[config.mk]
export PLATFORM = sky130hd
export DESIGN_NAME = lcc_ctrl
export DESIGN_NICKNAME = d
export VERILOG_FILES = /design/src/lcc_pkg.sv /design/src/lcc_ctrl.sv
export SDC_FILE = /design/constraint.sdc
export NUM_CORES = 1
export LEC_CHECK = 0
export ABC_AREA = 1
export CAP_MARGIN = 0
export CORE_UTILIZATION = 35
export CTS_CLUSTER_DIAMETER = 40
export DETAILED_ROUTE_END_ITERATION = 7
export DONT_BUFFER_PORTS = 1
export PLACE_DENSITY_LB_ADDON = 0.1
export SYNTH_ARGS = -nofsm -noshare
export SYNTH_HDL_FRONTEND = slang
export SYNTH_SLANG_ARGS = --single-unit
[constraint.sdc]
create_clock -name clock -period 4.4 [get_ports clock]
set_input_delay 0.88 -clock clock [delete_from_list [all_inputs] [get_ports clock]]
set_output_delay 0.88 -clock clock [all_outputs]
set_load 0.1 [all_outputs]
[src/lcc_pkg.sv]
// ----------------------------------------------------------------------------
// lcc_pkg: shared types and constants of the line crossing counter
// Register map, crossing codes, mark store entry and memory control types.
// ----------------------------------------------------------------------------
package lcc_pkg;

   // configuration port
   localparam int CSR_IDX_W  = 3;
   localparam int CSR_DATA_W = 11;

   localparam logic [CSR_IDX_W-1:0] CSR_LINE_CENTER     = 3'd0;
   localparam logic [CSR_IDX_W-1:0] CSR_BAND_HALF_WIDTH = 3'd1;
   localparam logic [CSR_IDX_W-1:0] CSR_LINE_LENGTH     = 3'd2;
   localparam logic [CSR_IDX_W-1:0] CSR_HOLD_TIME       = 3'd3;
   localparam logic [CSR_IDX_W-1:0] CSR_MARK_RADIUS     = 3'd4;

   // register reset values
   localparam logic [9:0]  RST_LINE_CENTER     = 10'd120;
   localparam logic [6:0]  RST_BAND_HALF_WIDTH = 7'd20;
   localparam logic [10:0] RST_LINE_LENGTH     = 11'd640;
   localparam logic [6:0]  RST_HOLD_TIME       = 7'd10;
   localparam logic [7:0]  RST_MARK_RADIUS     = 8'd40;

   // result codes
   typedef enum logic [1:0] {
      CROSS_NONE = 2'd0,
      CROSS_IN   = 2'd1,
      CROSS_OUT  = 2'd2
   } crossing_type;

   // configuration registers as seen by the sequencer
   typedef struct packed {
      logic [9:0]  line_center;
      logic [6:0]  band_half_width;
      logic [10:0] line_length;
      logic [6:0]  hold_time;
      logic [7:0]  mark_radius;
   } cfg_type;

   // one line position in the mark store
   typedef struct packed {
      logic       valid;
      logic [6:0] age;
   } mark_type;

   // mark store access control
   typedef struct packed {
      logic     rd_en;
      logic     wr_en;
      mark_type wr_data;
   } mem_ctl_type;

endpackage

[src/lcc_ctrl.sv]
// ----------------------------------------------------------------------------
// lcc_ctrl: sequencer of the line crossing counter
// Clears the mark store after reset, then per request ages every position
// in use, looks up the centroid position of a hit and marks the run around it when unmarked.
// ----------------------------------------------------------------------------
module lcc_ctrl import lcc_pkg::*; #(
   parameter int DEPTH  = 1024,
   parameter int ADDR_W = $clog2(DEPTH),
   parameter int LEN_W  = $clog2(DEPTH + 1)
) (
   input  logic               clock,
   input  logic               reset,
   input  cfg_type            cfg,
   // request side
   input  logic               req_valid,
   output logic               req_ready,
   input  logic [9:0]         req_cross,
   input  logic [9:0]         req_along,
   input  logic signed [11:0] req_heading,
   // finished result
   output logic               done_valid,
   output crossing_type       done_code,
   input  logic               out_free,
   // mark store
   output mem_ctl_type        mem_ctl,
   output logic [ADDR_W-1:0]  mem_rd_addr,
   output logic [ADDR_W-1:0]  mem_wr_addr,
   input  mark_type           mem_rd_data
);

   typedef enum logic [6:0] {
      ST_CLEAR = 7'b0000001,
      ST_IDLE  = 7'b0000010,
      ST_AGE   = 7'b0000100,
      ST_LOOK  = 7'b0001000,
      ST_CHECK = 7'b0010000,
      ST_MARK  = 7'b0100000,
      ST_DONE  = 7'b1000000
   } state_type;

   localparam logic [LEN_W-1:0] LAST_POS = LEN_W'(DEPTH - 1);

   state_type          state_ff, state_in;
   logic [LEN_W-1:0]   cnt_ff, cnt_in;
   logic               pend_ff, pend_in;
   logic [ADDR_W-1:0]  wb_addr_ff, wb_addr_in;
   logic [LEN_W-1:0]   start_ff, start_in;
   logic [LEN_W-1:0]   end_ff, end_in;
   logic [9:0]         cross_ff, cross_in;
   logic [9:0]         along_ff, along_in;
   logic signed [11:0] heading_ff, heading_in;
   crossing_type       code_ff, code_in;

   logic [LEN_W-1:0]   len;
   logic               in_band;
   logic               hit;
   logic               sweep_more;
   mark_type           aged;

   // positions in use
   always_comb begin
      if (int'(cfg.line_length) > DEPTH) begin
         len = LEN_W'(DEPTH);
      end else begin
         len = LEN_W'(cfg.line_length);
      end
   end

   // strict band test around the line
   assign in_band = (({1'b0, cross_ff} + 11'(cfg.band_half_width)) > {1'b0, cfg.line_center})
                 && ({1'b0, cross_ff} < ({1'b0, cfg.line_center} + 11'(cfg.band_half_width)));

   // detection candidate: in band, on the line and a nonempty run
   assign hit = in_band && (int'(along_ff) < int'(len)) && (cfg.mark_radius != 8'd0);

   assign sweep_more = (cnt_ff < len);

   // aging of one entry: bump the age, drop the mark past the hold time
   always_comb begin
      logic [7:0] sum;
      sum = {1'b0, mem_rd_data.age} + 8'd1;
      if (sum > {1'b0, cfg.hold_time}) begin
         aged = '0;
      end else begin
         aged = '{valid: 1'b1, age: sum[6:0]};
      end
   end

   // next state
   always_comb begin
      int run_start;
      int run_end;
      run_start = int'(along_ff) - int'(cfg.mark_radius);
      run_end   = int'(along_ff) + int'(cfg.mark_radius);
      if (run_start < 0) begin
         run_start = 0;
      end
      if (run_end > int'(len)) begin
         run_end = int'(len);
      end

      state_in    = state_ff;
      cnt_in      = cnt_ff;
      pend_in     = pend_ff;
      wb_addr_in  = wb_addr_ff;
      start_in    = start_ff;
      end_in      = end_ff;
      cross_in    = cross_ff;
      along_in    = along_ff;
      heading_in  = heading_ff;
      code_in     = code_ff;
      req_ready   = 1'b0;
      done_valid  = 1'b0;
      mem_ctl     = '0;
      mem_rd_addr = cnt_ff[ADDR_W-1:0];
      mem_wr_addr = cnt_ff[ADDR_W-1:0];

      unique case (state_ff)
         // zero the store, one entry a cycle
         ST_CLEAR: begin
            mem_ctl.wr_en = 1'b1;
            cnt_in        = cnt_ff + LEN_W'(1);
            if (cnt_ff == LAST_POS) begin
               cnt_in   = '0;
               state_in = ST_IDLE;
            end
         end
         ST_IDLE: begin
            req_ready = 1'b1;
            if (req_valid) begin
               cross_in   = req_cross;
               along_in   = req_along;
               heading_in = req_heading;
               cnt_in     = '0;
               pend_in    = 1'b0;
               state_in   = ST_AGE;
            end
         end
         // read entry n while writing back entry n-1
         ST_AGE: begin
            pend_in = sweep_more;
            if (sweep_more) begin
               mem_ctl.rd_en = 1'b1;
               cnt_in        = cnt_ff + LEN_W'(1);
               wb_addr_in    = cnt_ff[ADDR_W-1:0];
            end
            if (pend_ff && mem_rd_data.valid) begin
               mem_ctl.wr_en   = 1'b1;
               mem_ctl.wr_data = aged;
               mem_wr_addr     = wb_addr_ff;
            end
            if (!pend_ff && !sweep_more) begin
               state_in = ST_LOOK;
            end
         end
         ST_LOOK: begin
            start_in = LEN_W'(run_start);
            end_in   = LEN_W'(run_end);
            if (hit) begin
               mem_ctl.rd_en = 1'b1;
               mem_rd_addr   = ADDR_W'(along_ff);
               state_in      = ST_CHECK;
            end else begin
               code_in  = CROSS_NONE;
               state_in = ST_DONE;
            end
         end
         // centroid position already marked: no detection
         ST_CHECK: begin
            if (mem_rd_data.valid) begin
               code_in  = CROSS_NONE;
               state_in = ST_DONE;
            end else begin
               cnt_in   = start_ff;
               code_in  = ($signed(heading_ff) > $signed({2'b00, cross_ff})) ?
                          CROSS_IN : CROSS_OUT;
               state_in = ST_MARK;
            end
         end
         ST_MARK: begin
            mem_ctl.wr_en   = 1'b1;
            mem_ctl.wr_data = '{valid: 1'b1, age: 7'd0};
            cnt_in          = cnt_ff + LEN_W'(1);
            if ((cnt_ff + LEN_W'(1)) == end_ff) begin
               state_in = ST_DONE;
            end
         end
         ST_DONE: begin
            done_valid = 1'b1;
            if (out_free) begin
               state_in = ST_IDLE;
            end
         end
         default: begin
            cnt_in   = '0;
            state_in = ST_CLEAR;
         end
      endcase
   end

   // control registers
   always_ff @(posedge clock) begin
      if (reset) begin
         state_ff <= ST_CLEAR;
         cnt_ff   <= '0;
         pend_ff  <= 1'b0;
      end else begin
         state_ff <= state_in;
         cnt_ff   <= cnt_in;
         pend_ff  <= pend_in;
      end
   end

   // request and working registers
   always_ff @(posedge clock) begin
      wb_addr_ff <= wb_addr_in;
      start_ff   <= start_in;
      end_ff     <= end_in;
      cross_ff   <= cross_in;
      along_ff   <= along_in;
      heading_ff <= heading_in;
      code_ff    <= code_in;
   end

   assign done_code = code_ff;

endmodule

# ---- Word-level counts from Yosys, hierarchy flattened
# Cells that the tools add are included.
# W data, S select, Z words.
dict set report word_totals {
  out_inout_bits 34
  regBits 85
}
dict set report classes {
  n_eq_ne 17
  order_cmp 9
  n_mux 34
  bitwise_logic 1
  reduce_logical 18
  addsub 6
}
# cell count
set ops {}
lappend ops {{$mux W11} 6}
lappend ops {{$pmux W11 S6} 1}
lappend ops {{$mux W7} 7}
lappend ops {{$pmux W7 S7} 1}
lappend ops {{$mux W10} 4}
lappend ops {{$add A10 B7 Y11} 2}
lappend ops {{$lt A10 B11 Y1} 2}
lappend ops {{$ne A2 B2 Y1 const B} 8}
lappend ops {{$pmux W8 S2} 1}
lappend ops {{$gt A12 B11 Y1} 1}
lappend ops {{$add A10 B8 Y11} 1}
lappend ops {{$add A11 B1 Y11 const B} 1}
lappend ops {{$eq A11 B10 Y1 const B} 1}
lappend ops {{$eq A11 B11 Y1} 1}
lappend ops {{$gt A11 B10 Y1} 1}
lappend ops {{$gt A11 B11 Y1} 1}
lappend ops {{$gt A11 B11 Y1 const B} 1}
lappend ops {{$lt A11 B1 Y1 const B} 1}
lappend ops {{$lt A11 B11 Y1} 1}
lappend ops {{$sub A10 B8 Y11} 1}
lappend ops {{$mux W9} 1}
lappend ops {{$add A7 B1 Y8 const B} 1}
lappend ops {{$gt A8 B7 Y1} 1}
lappend ops {{$mux W8} 1}
lappend ops {{other kinds (20)} 38}

# ---- Depth between registers and ports, before layout
dict set report depth {
  word_depth 7
  mapped_depth 26
}

# ---- Worst setup path before layout
# No wires, ideal clock.
dict set report synth_path {
  kind {input port to output port}
  startpoint {in cfg[26] in the netlist's numbering}
  endpoint {out mem_rd_addr[0]}
  stages 21
  arrival_time_ns 5.421
  slack_ns -1.901
  path_cell_list {ha_1 fa_1 a21oi_1 o21bai_1 a21oi_1 o21ai_0 xor2_1 ha_1 nand2_1 nor2_1 nand2_1 nand2_1 nand2_1 nand2_1 nand2_1 nand2_1 nand2_1 nand2_1 nand4_1 buf_2 o21ai_0}
}
dict set report synth_via {
  elab_chain_len 7
}
# element line_no
set synth_lines {}
lappend synth_lines {{start, declared} lcc_ctrl.sv:13} ;# input cfg_type cfg,
lappend synth_lines {{$add A10 B7 Y11 (on tied branches)} {lcc_ctrl.sv:70, lcc_ctrl.sv:71}}
lappend synth_lines {{$gt A11 B10 Y1 or $lt A10 B11 Y1 (tied branches)} {lcc_ctrl.sv:70, lcc_ctrl.sv:71}}
lappend synth_lines {{$logic_and A1 B1 Y1 *} lcc_ctrl.sv:71} ;# && ({1'b0, cross_ff} < ({1'b0, cfg.line_center} + 11'(cfg.band_half_width)));
lappend synth_lines {{$logic_and A1 B1 Y1 * (2 in series)} lcc_ctrl.sv:74} ;# assign hit = in_band && (int'(along_ff) < int'(len)) && (cfg.mark_radius != 8'd0);
lappend synth_lines {{$mux W10 *} lcc_ctrl.sv:159} ;# if (hit) begin
lappend synth_lines {{$mux W10 *} lcc_ctrl.sv:118} ;# unique case (state_ff)
lappend synth_lines {{end, declared} lcc_ctrl.sv:26} ;# output logic [ADDR_W-1:0] mem_rd_addr,
# Every way passes the cells marked *; elsewhere a longest branch is shown, timed or not.

# ---- Worst setup path in the final report
dict set report layout_path {
  startpoint {in cfg[26] in the netlist's numbering}
  endpoint {out mem_rd_addr[3]}
}
# The elaborated chain is that of the path after synthesis.

==> metrics.md <==
| Metric | Value |
|---|---|
| Max stage delay cell, worst path | `fa_2` |
| GRT busiest layer | `met2` |
| Average cell area after synthesis | `7.71 sq um` |
| Worst Hold Class | `flip-flop to flip-flop` |
| Relative slew margins | `0.272` |
| Input/output buffers | `0` |
| Syn_nets | `1115` |
| Fraction of registers with async set/reset | `0` |
| Critical path capture point type | `primary output` |
| Post-synth EDFFs | `66` |
| DRC | `0` |
| Die area | `21000 sq um` |
| Final Max Tran Viols | `0` |
| Design area | `8630 sq um` |
| Cell mode on critical path | `nand2_1` |
| Area grow syn2layout | `20.8%` |
| Clock Pin Slew Worst Setup and Hold Paths | `0.06 ns` |
| Chip Height | `145 um` |
| Synth Flop Type | `edfxtp_1` |
| Vias per cell | `4.77` |
| RSZ-0062 raised after global routing | `true` |
| Largest net degree at the start of global routing | `33` |
| Worst Tran Pin Value | `1.09 ns` |
| WP data required | `3.52 ns` |
| ANT nets after route | `0` |
| Gr ovfl total | `0` |
| Maxcap violations | `0` |
| First-pass GRT wire length | `29.9 mm` |
| Yosys reg bits | `85` |
| Clk_skew | `0.0102 ns` |
| Final setup fails | `11` |
| Slowest stage delay, CP | `0.35 ns` |
| CTS tree | `built` |
| TritonCTS Sinks | `85` |
| CTS max path bufs | `2` |
| DP Area | `8180 sq um` |
| Cell Chain, Critical Path | `ha_4 -> fa_2 -> a21oi_2 -> o21bai_1 -> a21oi_1 -> o21ai_1 -> xor2_1 -> ha_1 -> nand2_2 -> nor2_4 -> nand2_1 -> nand2_1 -> nand2_1 -> nand2_1 -> nand2_1 -> nand2_1 -> nand2_1 -> nand2_1 -> nand4_1 -> inv_2 -> buf_12 -> nand2_2 -> o21ai_4 -> buf_12` |
| Tcrit/Tclk final | `1.04` |
| Cell Rows | `51` |
| Critical path peak fanout | `7` |
| CTS Hold Bufs | `0` |
| Met2 usage | `0.306` |
| Core area | `19700 sq um` |
| Max Freq | `0.218 GHz` |
| CP top delay family | `simple AND/OR/NAND/NOR gates` |
| DP HPWL | `16.1 mm` |
| Hold Vio Cnt, Final | `0` |
| Share of cells above drive strength 1 | `0.146` |
| Root buf cell | `clkbuf_16` |
| P_leak | `4.01 nW` |
| Routed vias | `5954` |
| Routed WL | `19.3 mm` |
| Sequential cell area fraction in the yosys report | `0.331` |
| Post-layout worst setup margin | `-0.177 ns` |
| PwrDens | `311 nW/um^2` |
| Clk Latency, worst-skew pair | `0.35 ns` |
| Bufs and invs on worst path | `3` |
| DP Worst Slack | `-0.281 ns` |
| Drt wl/cell | `15.5 um` |
| Count of cell types in the netlist | `47` |
| CP Launch Type | `input port` |
| Peak VDD IR | `213 uV` |
| Tot Pwr | `2.68 mW` |
| Yosys warns | `0` |
| WS Path Type | `input port to primary output` |
| Post-Syn Area | `7140 sq um` |
| Initial DRC count | `277` |
| CTS buffer count | `9` |
| Violated checks | `setup timing` |
| Global placement routability congestion | `0.872` |
| Drt pass-1 iters | `5` |
| Cells after Synth | `926` |
| Final nets | `1166` |
| # IOs | `121` |
| Arrival time at the worst endpoint | `3.70 ns` |
| Number of global-route vias before repair | `5668` |
| Fin crit period | `4.58 ns` |
| Hold slack | `0.472 ns` |
| Effective utilization at floorplan | `0.362` |
| Die width | `145 um` |
| Grt met3 use | `0.0438` |
| Initial antenna violation count | `2` |
| Utilization after layout | `0.438` |
| H-tree depth | `3` |
| Status | `finished with violations` |
| Aggregate global-route resource usage | `0.190` |
| Met1 Track Usage GR | `0.257` |
## layout make-up
type                       count  area (sq um)
fill                        1989         11100
sequential                    85          2360
multi-input combinational    683          4460
tap                          265           332
clock buffer                  10           239
antenna                        1          2.50
clock inverter                 6          38.8
inverter                     146           548
timing repair buffer          52           641
## path summary, 6_finish.rpt
check                           cells after the start                   from                    endpoint  slack [ns]
worst max-delay path                               24                cfg[26]              mem_rd_addr[3]       -0.18
worst max register to register                     23  cross_ff[0]$_DFFE_PP_  done_code[1]$_SDFFCE_PP0P_        0.76
worst min register to register                      2   pend_ff$_SDFFE_PP0P_        pend_ff$_SDFFE_PP0P_        0.47
worst min-delay path                                2   pend_ff$_SDFFE_PP0P_        pend_ff$_SDFFE_PP0P_        0.47
## timing repair
item	4_1_cts	5_1_grt
pin swaps	7	9
setup endpoints to repair	11	11
cloned	1	0
setup buffers	6	3
resized for setup	6	22
## synth_stat cells (2+ instances only)
cell type,instances,share of area
nand2_2,7,0.0061
o2bb2ai_1,6,0.0074
xor2_1,19,0.023
clkbuf_1,6,0.0032
o31ai_1,3,0.0032
nor2_2,7,0.0061
a21oi_1,64,0.045
xnor2_1,8,0.0098
inv_1,143,0.075
or2_2,3,0.0026
o21a_1,4,0.0042
o21bai_1,4,0.0042
nor2_4,2,0.0032
edfxtp_1,66,0.28
nand4_1,19,0.017
nor2_1,72,0.038
a22oi_1,2,0.0021
nand2_1,219,0.12
o21ai_1,5,0.0035
nand3_1,42,0.029
nor4_1,6,0.0053
nand3b_1,4,0.0042
dfxtp_1,19,0.053
a21oi_2,2,0.0025
fa_1,4,0.011
inv_2,3,0.0016
ha_1,98,0.17
nor3_1,7,0.0049
buf_2,5,0.0035
o21ai_0,60,0.042
## report_power, final
| part | internal, mW | leakage, nW | switching [mW] |
|---|---|---|---|
| sequential | 0.912 | 0.755 | 0.0508 |
| clock | 0.396 | 0.136 | 0.328 |
| combinational | 0.325 | 3.11 | 0.670 |
| total | 1.63 | 4.01 | 1.05 |
## flip-flops by register name, summed over array words and instances, names as in the netlist, 7 cells and up
| name | count |
|---|---|
| along_ff | 10 |
| cnt_ff | 11 |
| cross_ff | 10 |
| end_ff | 11 |
| heading_ff | 12 |
| start_ff | 11 |
| state_ff | 7 |
| wb_addr_ff | 10 |
## worst reg2reg max path: stages (launching register included)
cell	delay, ns
edfxtp_1	0.44
ha_4	0.19
fa_2	0.35
a21oi_2	0.12
o21bai_1	0.09
a21oi_1	0.16
o21ai_1	0.08
xor2_1	0.14
ha_1	0.32
nand2_2	0.11
inv_2	0.04
a21oi_2	0.10
nand2_1	0.06
nand2_1	0.06
nand2_1	0.04
nand2_1	0.05
nand2_1	0.04
nand2_1	0.05
nand2_1	0.06
nand4_1	0.15
inv_2	0.09
buf_12	0.15
buf_4	0.15
nor2_1	0.26
## placed cells by master, fill, tap and decap left out, drive strengths merged, types with 10 or more instances in the layout
cell type	count
a21oi	66
nand2	226
edfxtp	66
dfxtp	19
clkbuf	10
xor2	19
o21ai	65
nor2	81
nand4	19
inv	146
buf	52
nand3	43
ha	98
## stage by stage
step | setup TNS (ns) | cells
2_1_floorplan | -3.87 | 926
3_3_place_gp | -2.38 | 1224
3_5_place_dp | -2.63 | 1224
4_1_cts | -1.80 | 1247
5_1_grt | -5.18 | 1247
6_report | -1.50 | 1248
## layer usage
metal	vias up	part of all wire
met4	2	0.011
li1	3204	-
met1	2608	0.49
met5	-	0.00067
met2	123	0.44
met3	17	0.052
## logic make-up after synthesis
group / after synthesis / share of synthesized area
other: 1 / 0.000525
flip-flops: 85 / 0.331
XOR/XNOR: 27 / 0.0331
AO/OA/AOI/OAI: 159 / 0.128
AND/OR/NAND/NOR: 394 / 0.240
buffers and inverters: 158 / 0.0845
adder cells (fa/ha/maj): 102 / 0.183
No activity file was read; power rests on OpenSTA's default activity.
